<file path="config.mk">
export PLATFORM = sky130hd
export DESIGN_NAME = servo_command_ascii_formatter
export DESIGN_NICKNAME = d
export VERILOG_FILES = /design/src/hw/rtl/scaf_pkg.sv /design/src/hw/rtl/scaf_div10.sv /design/src/hw/rtl/servo_command_ascii_formatter.sv
export VERILOG_INCLUDE_DIRS = /design/src /design/src/hw/rtl
export SDC_FILE = /design/constraint.sdc
export NUM_CORES = 1
export LEC_CHECK = 0
export ABC_AREA = 1
export BUFFER_PORTS_ARGS = -buffer_cell sky130_fd_sc_hd__buf_2
export CORE_AREA = 10 10 223 119
export DETAILED_ROUTE_END_ITERATION = 6
export DIE_AREA = 0 0 233 129
export SYNTH_ARGS = -nofsm -noshare
export SYNTH_HDL_FRONTEND = slang
export SYNTH_SLANG_ARGS = --single-unit
</file>
<file path="constraint.sdc">
create_clock -name clock -period 8 [get_ports clock]
set_input_delay 0.8 -clock clock [delete_from_list [all_inputs] [get_ports clock]]
set_output_delay 0.8 -clock clock [all_outputs]
set_load 0.05 [all_outputs]
</file>
<file path="src/hw/rtl/assert_macros.svh">
// assertion macros used by the servo command formatter
`ifndef ASSERT_MACROS_SVH
`define ASSERT_MACROS_SVH

`ifndef SYNTH
// property must hold at every clock edge outside reset
`define ASSERT_PROP(lbl, clk, rst, prop, msg) \
   lbl: assert property (@(posedge clk) disable iff (rst) (prop)) else $error(msg);
// expression must never be true outside reset
`define ASSERT_NEVER(lbl, clk, rst, expr, msg) \
   lbl: assert property (@(posedge clk) disable iff (rst) !(expr)) else $error(msg);
`else
`define ASSERT_PROP(lbl, clk, rst, prop, msg)
`define ASSERT_NEVER(lbl, clk, rst, expr, msg)
`endif

`endif

</file>
<file path="src/hw/rtl/scaf_pkg.sv">
// types, command codes and character codes for the servo command formatter
package scaf_pkg;

   // input transaction
   typedef struct packed {
      logic        command;
      logic [4:0]  channel;
      logic [15:0] pulse_us;
      logic [15:0] speed;
      logic [15:0] move_time;
   } req_type;

   // output transaction
   typedef struct packed {
      logic [7:0] out_byte;
      logic       last;
   } rsp_type;

   localparam int MAX_DIGITS_DEFAULT = 5;
   localparam int VAL_W              = 16;

   // command codes
   localparam logic CMD_MOVE    = 1'b0;
   localparam logic CMD_EXECUTE = 1'b1;

   // ascii characters
   localparam logic [7:0] CH_HASH = 8'h23;
   localparam logic [7:0] CH_P    = 8'h50;
   localparam logic [7:0] CH_S    = 8'h53;
   localparam logic [7:0] CH_T    = 8'h54;
   localparam logic [7:0] CH_CR   = 8'h0D;
   localparam logic [7:0] CH_ZERO = 8'h30;

   // reciprocal of ten, exact for 16-bit values after a shift of 19
   localparam logic [16:0] RECIP10       = 17'd52429;
   localparam int          RECIP10_SHIFT = 19;

endpackage

</file>
<file path="src/hw/rtl/scaf_div10.sv">
// shared divide-by-ten unit: quotient and remainder of a 16-bit value
module scaf_div10 (
   input  logic [scaf_pkg::VAL_W-1:0] value,
   output logic [scaf_pkg::VAL_W-1:0] quotient,
   output logic [3:0]                 remainder
);

   localparam int PROD_W = scaf_pkg::VAL_W + 17;

   logic [PROD_W-1:0]         prod;
   logic [scaf_pkg::VAL_W-1:0] q;
   logic [scaf_pkg::VAL_W-1:0] q_times10;
   logic [scaf_pkg::VAL_W-1:0] diff;

   // reciprocal multiply gives the quotient
   assign prod = PROD_W'(value) * PROD_W'(scaf_pkg::RECIP10);
   assign q    = scaf_pkg::VAL_W'(prod >> scaf_pkg::RECIP10_SHIFT);

   // remainder by shift-add back-multiply and subtract
   assign q_times10 = (q << 3) + (q << 1);
   assign diff      = value - q_times10;

   assign quotient  = q;
   assign remainder = diff[3:0];

endmodule

</file>
<file path="src/hw/rtl/servo_command_ascii_formatter.sv">
// Servo command formatter: a move transaction becomes '#'ch 'P'pw ['S'sp] ['T'tm] bytes.
// The first byte is registered into the output register by the tag state that follows acceptance.
// Each field emits its tag, converts one digit at a time in the shared divide-by-ten unit,
// then emits the digits most significant first, up to MAX_DIGITS digits per field.
// An execute transaction gives one carriage return. Output stalls hold the emitting states.
// Synchronous reset clears the sequencer and the output valid; the payload registers are not reset.
`include "assert_macros.svh"

module servo_command_ascii_formatter #(
   parameter int MAX_DIGITS = scaf_pkg::MAX_DIGITS_DEFAULT
) (
   input  logic              clock,
   input  logic              reset,
   input  logic              req_valid,
   output logic              req_ready,
   input  scaf_pkg::req_type req_data,
   output logic              rsp_valid,
   input  logic              rsp_ready,
   output scaf_pkg::rsp_type rsp_data
);

   localparam int CNT_W = $clog2(MAX_DIGITS + 1);
   localparam int IDX_W = $clog2(MAX_DIGITS);
   localparam int VAL_W = scaf_pkg::VAL_W;

   // sequencer states
   localparam logic [2:0] ST_IDLE = 3'd0;
   localparam logic [2:0] ST_TAG  = 3'd1;
   localparam logic [2:0] ST_CONV = 3'd2;
   localparam logic [2:0] ST_EMIT = 3'd3;
   localparam logic [2:0] ST_CR   = 3'd4;

   // field codes
   localparam logic [1:0] FLD_CHAN  = 2'd0;
   localparam logic [1:0] FLD_PULSE = 2'd1;
   localparam logic [1:0] FLD_SPEED = 2'd2;
   localparam logic [1:0] FLD_TIME  = 2'd3;

   logic [2:0]        state_ff, state_in;
   logic [1:0]        field_ff, field_in;
   logic [CNT_W-1:0]  cnt_ff, cnt_in;
   logic [VAL_W-1:0]  val_ff, val_in;
   scaf_pkg::req_type item_ff, item_in;
   logic [3:0]        digit_ff [MAX_DIGITS];
   logic              rsp_valid_ff, rsp_valid_in;
   scaf_pkg::rsp_type rsp_ff, rsp_in;

   logic              req_fire;
   logic              out_free;
   logic              emit;
   logic              digit_we;
   logic [CNT_W-1:0]  cnt_dec;
   logic [VAL_W-1:0]  quotient;
   logic [3:0]        remainder;
   logic [VAL_W-1:0]  field_val;
   logic [7:0]        field_tag;
   logic              field_final;
   logic [1:0]        field_next;

   assign req_ready = (state_ff == ST_IDLE) && !reset;
   assign req_fire  = req_valid && req_ready;
   assign out_free  = !rsp_valid_ff || rsp_ready;
   assign cnt_dec   = cnt_ff - 1'b1;

   // shared divide-by-ten unit
   scaf_div10 u_div10 (
      .value     (val_ff),
      .quotient  (quotient),
      .remainder (remainder)
   );

   // value and tag of the current field
   always_comb begin
      case (field_ff)
         FLD_CHAN: begin
            field_val = VAL_W'(item_ff.channel);
            field_tag = scaf_pkg::CH_HASH;
         end
         FLD_PULSE: begin
            field_val = item_ff.pulse_us;
            field_tag = scaf_pkg::CH_P;
         end
         FLD_SPEED: begin
            field_val = item_ff.speed;
            field_tag = scaf_pkg::CH_S;
         end
         default: begin
            field_val = item_ff.move_time;
            field_tag = scaf_pkg::CH_T;
         end
      endcase
   end

   // which field follows, skipping zero speed and time
   always_comb begin
      field_final = 1'b0;
      field_next  = field_ff;
      case (field_ff)
         FLD_CHAN: begin
            field_next = FLD_PULSE;
         end
         FLD_PULSE: begin
            if (item_ff.speed != '0) begin
               field_next = FLD_SPEED;
            end else if (item_ff.move_time != '0) begin
               field_next = FLD_TIME;
            end else begin
               field_final = 1'b1;
            end
         end
         FLD_SPEED: begin
            if (item_ff.move_time != '0) begin
               field_next = FLD_TIME;
            end else begin
               field_final = 1'b1;
            end
         end
         default: begin
            field_final = 1'b1;
         end
      endcase
   end

   // sequencer
   always_comb begin
      state_in = state_ff;
      field_in = field_ff;
      cnt_in   = cnt_ff;
      val_in   = val_ff;
      item_in  = item_ff;
      emit     = 1'b0;
      digit_we = 1'b0;
      rsp_in   = rsp_ff;
      case (state_ff)
         ST_IDLE: begin
            if (req_fire) begin
               item_in  = req_data;
               field_in = FLD_CHAN;
               if (req_data.command == scaf_pkg::CMD_EXECUTE) begin
                  state_in = ST_CR;
               end else begin
                  state_in = ST_TAG;
               end
            end
         end
         ST_TAG: begin
            if (out_free) begin
               emit            = 1'b1;
               rsp_in.out_byte = field_tag;
               rsp_in.last     = 1'b0;
               val_in          = field_val;
               cnt_in          = '0;
               state_in        = ST_CONV;
            end
         end
         ST_CONV: begin
            digit_we = 1'b1;
            val_in   = quotient;
            cnt_in   = cnt_ff + 1'b1;
            if (quotient == '0 || cnt_ff == CNT_W'(MAX_DIGITS - 1)) begin
               state_in = ST_EMIT;
            end
         end
         ST_EMIT: begin
            if (out_free) begin
               emit            = 1'b1;
               rsp_in.out_byte = scaf_pkg::CH_ZERO + 8'(digit_ff[cnt_dec[IDX_W-1:0]]);
               rsp_in.last     = 1'b0;
               cnt_in          = cnt_dec;
               if (cnt_ff == CNT_W'(1)) begin
                  if (field_final) begin
                     rsp_in.last = 1'b1;
                     state_in    = ST_IDLE;
                  end else begin
                     field_in = field_next;
                     state_in = ST_TAG;
                  end
               end
            end
         end
         ST_CR: begin
            if (out_free) begin
               emit            = 1'b1;
               rsp_in.out_byte = scaf_pkg::CH_CR;
               rsp_in.last     = 1'b1;
               state_in        = ST_IDLE;
            end
         end
         default: begin
            state_in = ST_IDLE;
         end
      endcase
   end

   // output register valid
   always_comb begin
      rsp_valid_in = rsp_valid_ff;
      if (emit) begin
         rsp_valid_in = 1'b1;
      end else if (rsp_ready) begin
         rsp_valid_in = 1'b0;
      end
   end

   // control registers
   always_ff @(posedge clock) begin
      if (reset) begin
         state_ff     <= ST_IDLE;
         rsp_valid_ff <= 1'b0;
      end else begin
         state_ff     <= state_in;
         rsp_valid_ff <= rsp_valid_in;
      end
   end

   // payload registers
   always_ff @(posedge clock) begin
      field_ff <= field_in;
      cnt_ff   <= cnt_in;
      val_ff   <= val_in;
      item_ff  <= item_in;
      rsp_ff   <= rsp_in;
      if (digit_we) begin
         digit_ff[cnt_ff[IDX_W-1:0]] <= remainder;
      end
   end

   assign rsp_valid = rsp_valid_ff;
   assign rsp_data  = rsp_ff;

   // checks on the sequencer
   `ASSERT_PROP(a_emit_has_digit, clock, reset, (state_ff == ST_EMIT) |-> (cnt_ff != '0), "emit state with no digit left")
   `ASSERT_NEVER(a_cnt_range, clock, reset, (state_ff == ST_CONV) && (cnt_ff >= CNT_W'(MAX_DIGITS)), "digit count overflow")
   `ASSERT_PROP(a_accept_leaves_idle, clock, reset, req_fire |=> (state_ff != ST_IDLE), "accepted transaction left sequencer idle")
   `ASSERT_PROP(a_execute_to_cr, clock, reset, (req_fire && req_data.command == scaf_pkg::CMD_EXECUTE) |=> (state_ff == ST_CR), "execute transaction not sent to carriage return")

endmodule

</file>
Yosys cells after proc, flatten, opt, wreduce, memory -nomap -nowiden
Memory sizes are Yosys's and may differ from the RTL's.
Cells that the tools add are included.
{ "op_classes": {"addsub": 5, "n_mul": 1, "n_div": 0, "n_lt_le_gt_ge": 0, "eq_ne": 16, "n_shift": 0, "mux": 39, "bitwise_logic": 0, "reduce_logical": 23} }
{ "ops": {"columns": ["op", "n"], "rows": [
  ["$pmux W16 S3", 1],
  ["$mul A16 B16 Y32 const B", 1],
  ["$pmux W16 S2", 1],
  ["$reduce_bool A16 Y1", 2],
  ["$mux W9", 3],
  ["$pmux W9 S3", 1],
  ["$mux W3", 8],
  ["$pmux W7 S3", 1],
  ["$logic_not A16 Y1", 1],
  ["$mux W16", 1],
  ["$pmux W3 S5", 1],
  ["$ne A2 B2 Y1 const B", 7],
  ["$mux W1", 12],
  ["$mux W2", 6],
  ["$reduce_and A6 Y1", 2],
  ["$pmux W3 S3", 1],
  ["$add A6 B4 Y7 const A", 1],
  ["$eq A3 B1 Y1 const B", 2],
  ["$eq A3 B2 Y1 const B", 2],
  ["$eq A3 B3 Y1 const B", 2],
  ["$pmux W2 S3", 1],
  ["$reduce_bool A2 Y1", 3],
  ["$reduce_bool A3 Y1", 2],
  ["$add A4 B4 Y4", 1],
  ["other kinds (17)", 21]
]} }
{ "totals": {"register_bits": 87, "latch_bits": 0, "mem_bits_rw": 20, "romBits": 0, "inputBits": 58, "output_inout_bits": 11, "wordCells": 96, "memories": 1} }
{ "memory_table": {"columns": ["name", "words", "word_bits", "read_ports", "rd_clocked_by_memory_dff", "write_ports", "line", "text"], "rows": [
  ["digit_ff", 5, 4, 1, 0, 1, "servo_command_ascii_formatter.sv:44", "logic [3:0] digit_ff [MAX_DIGITS];"]
]} }

Depth between registers and ports, before layout
{ "logic_depth": {"word_depth": 8, "mapped_depth": 32, "depth_no_buf": 32} }

Hierarchy
From an unflattened synthesis, not the netlist that was laid out.
{ "hier_totals": {"hier_cells": 1042, "area_unflattened_um2": 9838.2} }
{ "modules_own_cells": {"columns": ["mod", "n_inst", "cells_per_inst", "area_each_um2", "seq_area_each_um2"], "rows": [
  ["scaf_div10", 1, 657, 5258.8, 0.0],
  ["servo_command_ascii_formatter", 1, 385, 4579.4, 3143.0]
]} }

Worst setup path after synthesis
No wires, ideal clock.
{ "synth_timing": {"path_kind": "register to register", "startpoint": "reg val_ff[3]", "endpoint": "mem digit_ff[0][3], data pin", "setup_ps": 264, "arrival_ps": 5074, "t_required_ps": 7736, "slack_ps": 2663, "path_stages_with_launch": 26, "path_buffers": 0, "synth_period_minus_slack_ps": 5337, "path_cell_list": "edfxtp_1 ha_1 inv_1 fa_1 inv_1 fa_1 fa_1 fa_1 inv_1 fa_1 inv_1 ha_1 nand2_1 nand2_1 nand2_1 nand2_1 a31o_2 inv_1 nand3_1 nand2_1 inv_1 ha_1 xor2_1 xor2_1 xnor2_1 inv_1"} }
{ "synth_between": {"elab_chain_cells": 3} }
{ "synth_rtl": {"columns": ["item", "line", "text"], "rows": [
  ["start: declaration", "servo_command_ascii_formatter.sv:42", "logic [VAL_W-1:0] val_ff, val_in;"],
  ["start signal: assignment", "servo_command_ascii_formatter.sv:220", "val_ff <= val_in;"],
  ["$mul A16 B16 Y32", "scaf_div10.sv:16", "assign prod = PROD_W'(value) * PROD_W'(scaf_pkg::RECIP10);"],
  ["$add A4 B4 Y4", "scaf_div10.sv:20", "assign q_times10 = (q << 3) + (q << 1);"],
  ["$sub A4 B4 Y4 *", "scaf_div10.sv:21", "assign diff = value - q_times10;"],
  ["via remainder[3]", "servo_command_ascii_formatter.sv:54", "logic [3:0] remainder;"],
  ["end: declaration", "servo_command_ascii_formatter.sv:44", null]
]} }
The timed path passes the listed nets; every way through them passes the cells marked *.

Worst setup path in the final report
{ "layout_timing": {"startpoint": "reg val_ff[4]", "endpoint": "mem digit_ff[1][3], data pin"} }
{ "layout_between": {"elab_chain_cells": 3} }
{ "layout_rtl": {"columns": ["item", "line"], "rows": [
  ["$mul A16 B16 Y32", "scaf_div10.sv:16"],
  ["$add A4 B4 Y4", "scaf_div10.sv:20"],
  ["$sub A4 B4 Y4", "scaf_div10.sv:21"],
  ["via remainder[3]", "servo_command_ascii_formatter.sv:54"]
]} }
The timed path passes the listed nets, and every way through them passes these cells.

==> metrics.yaml <==
die_h_microns: 129
cts_root_buffer: "clkbuf_16"
vias: 7658
drt_iter0_drc: 632
track_usage_pct: 18.4
cts_buffer_depth: 2
synth_fp_nets: 1432
dpl-instance-area_sq_um: 10700
ys_ff_latch: 106
start_util_pct: 44.6
synth_area_leader_cell: "edfxtp_1"
arrival_ns: 5.96
cts_made_buffers: 9
crit_buf_inv: 8
endpoint_kind: "flop"
dieArea_sq_um: 30100
die_x_microns: 233
fill_cells: 2175
drtAntennaViolNets: 0
ys.flop_type: "edfxtp_1"
dr.pass1.iters: 6
grt_pass1_wl_microns: 43000
fin_tns_setup_ns: 0
clkTransAtPathRegs_ns: 0.08
max_freq_ghz: 0.171
synth_cell_type_count: 47
synth_top_family_by_area: "adder cells"
clock_tree.htree_level_count: 3
synth_xor_area_share_pct: 1.22
cts_hold_buffers: 0
diodes: 0
slowest_stage: "edfxtp_1"
period_share_pct: 73.2
dp.cells: 1513
antenna_found_initial: 0
core_sq_um: 22500
drc: 0
final_area_sq_um: 11100
clock_sinks: 106
syn2layout_area_growth_pct: 10.1
layout.cells.non_filler: 1529
r2r_cells: 25
cts_resized: 0
cap_violations: 0
path_common_cell: "inv_1"
synth_top_cell_area_share_pct: 30.5
final-hold-violation-count: 0
status: "finished clean"
synth_adder_area_share_pct: 33.5
synth-edff-count: 102
hold_start: "digit_ff[4][1]"
io_pins: 69
grt.overflow.total: 0
grt_max_degree: 55
synthArstFlopShare_pct: 0
synthSimpleGateAreaFrac_pct: 16.6
grt_pass1_vias: 7943
r2r_setup_slack_ns: 2.15
reg2reg_from: "val_ff[4]"
routabilityCongestion: 0.959
cts_tree: "done"
ys_warn_count: 0
relSlewSlack_pct: 34.9
wl_per_cell_microns: 17.6
setup_viol: 0
syn_area_sq_um: 10100
muxShareOfSynthArea_pct: 0
final_nets: 1497
syn_inst: 1152
via_per_inst: 5.01
rows: 39
crit_required_ns: 8.11
synth_compound_area_share_pct: 6.05
min_to: "rsp_data[2]"
clock_latency_ns: 0.37
place_hpwl_microns: 22900
routed_wl_microns: 27000
cpLargestDelayFamily: "adder cells"
hold_class: "flop to flop"
cts_setup_buffers: 0
start_kind: "flop"
numPortBuffers: 67
yosys-top-cells-area: "edfxtp_1 (30%), ha_1 (18%), fa_1 (16%), inv_1 (11%), nand2_1 (9.5%)"
drv_slew: 0
critPathKind: "flop to flop"
rsz0062_at_grt: "no"
r2r-end: "digit_ff[1][3]"
worstPathMaxFanout: 6
yosysSeqAreaShare_pct: 31.3
worst_pin_slew_ns: 0.967
min_period_ns: 5.85
crit_path_max_incr_delay_ns: 0.57
layout-drive-gt1-share_pct: 8.76
whs_ns: 0.589
finClkSkew_ns: 0.0181
synth_area_per_cell_sq_um: 8.73
hold_depth: 2
placed cells by master, fill, tap and decap left out, drive strengths merged, types with 3 or more instances in the layout:
cell type and n:
inv 288, nand2 259, ha 143, edfxtp 102
fa 79, buf 70, nor2 66, a21oi 47
nand3 43, o21ai 37, nor4 9, clkbuf 9
nor3 9, xnor2 8, nand4 7, xor2 6
and2 4, dfxtp 4, o2bb2ai 3
layer usage:
metal / global-route usage [%] / part of all wire [%]
met4: 5.69 / 2.1
met5: 0 / 0
met2: 30.3 / 46
met3: 3.20 / 5.7
met1: 24.5 / 46
flip-flops by register name, summed over array words and instances, names as in the netlist:
register,flops
cnt_ff,3
digit_ff,20
field_ff,2
item_ff,53
rsp_data,8
rsp_valid,1
state_ff,3
val_ff,16
synth_stat cells, types with 2 or more instances:
cell type,instances
a211oi_1,2
a21o_1,2
a21oi_1,47
and2_1,4
and3_1,2
clkbuf_1,13
dfxtp_1,4
edfxtp_1,102
fa_1,79
ha_1,143
inv_1,282
inv_2,2
nand2_1,255
nand2_2,4
nand3_1,43
nand4_1,7
nor2_1,57
nor2_2,9
nor3_1,7
nor4_1,9
o211ai_1,2
o21ai_0,36
o21bai_1,2
o22ai_1,2
o2bb2ai_1,3
xnor2_1,8
xor2_1,6
final cells by class:
cell class | instances | area, sq um | share of cell area, %
Clock buffer | 9 | 225 | 2.03
Clock inverter | 7 | 108 | 0.972
Inverter | 285 | 1070 | 9.66
Multi-Input combinational cell | 745 | 5780 | 52.2
Sequential cell | 106 | 3140 | 28.4
Tap cell | 307 | 384 | 3.47
Timing Repair Buffer | 70 | 358 | 3.23
worst min-delay path: stages, from the launching register on:
cell	delay (ns)
edfxtp_1	0.32
nand3_1	0.07
nand3_1	0.09
metrics by stage:
stage,setup WS [ns],util (%)
2_1_floorplan,2.66,-
6_report,2.15,49.1
3_5_place_dp,2.22,47.6
5_1_grt,1.80,49.1
3_3_place_gp,2.21,47.6
4_1_cts,2.16,49.1
logic make-up (layout without fill, tap and decap cells):
group / Yosys count / in the layout
simple gates: 400 / 400
other cells: 1 / 1
compound gates: 108 / 108
fa+ha+maj: 222 / 222
buf+inv: 301 / 371
flops: 106 / 106
xor+xnor: 14 / 14
how the worst max path moves through the flow:
stage,endpoint,cells past startpoint,from
floorplan,digit_ff[0][3],25,val_ff[3]
global placement,digit_ff[4][3],25,val_ff[7]
detailed placement,digit_ff[2][3],25,val_ff[7]
CTS,digit_ff[3][3],25,val_ff[7]
global route,state_ff[0],27,val_ff[2]
finish,digit_ff[1][3],25,val_ff[4]
Power is left out: the tool's default activity adds up to more than one toggle a clock period on the data nets, which glitch-free logic cannot reach.
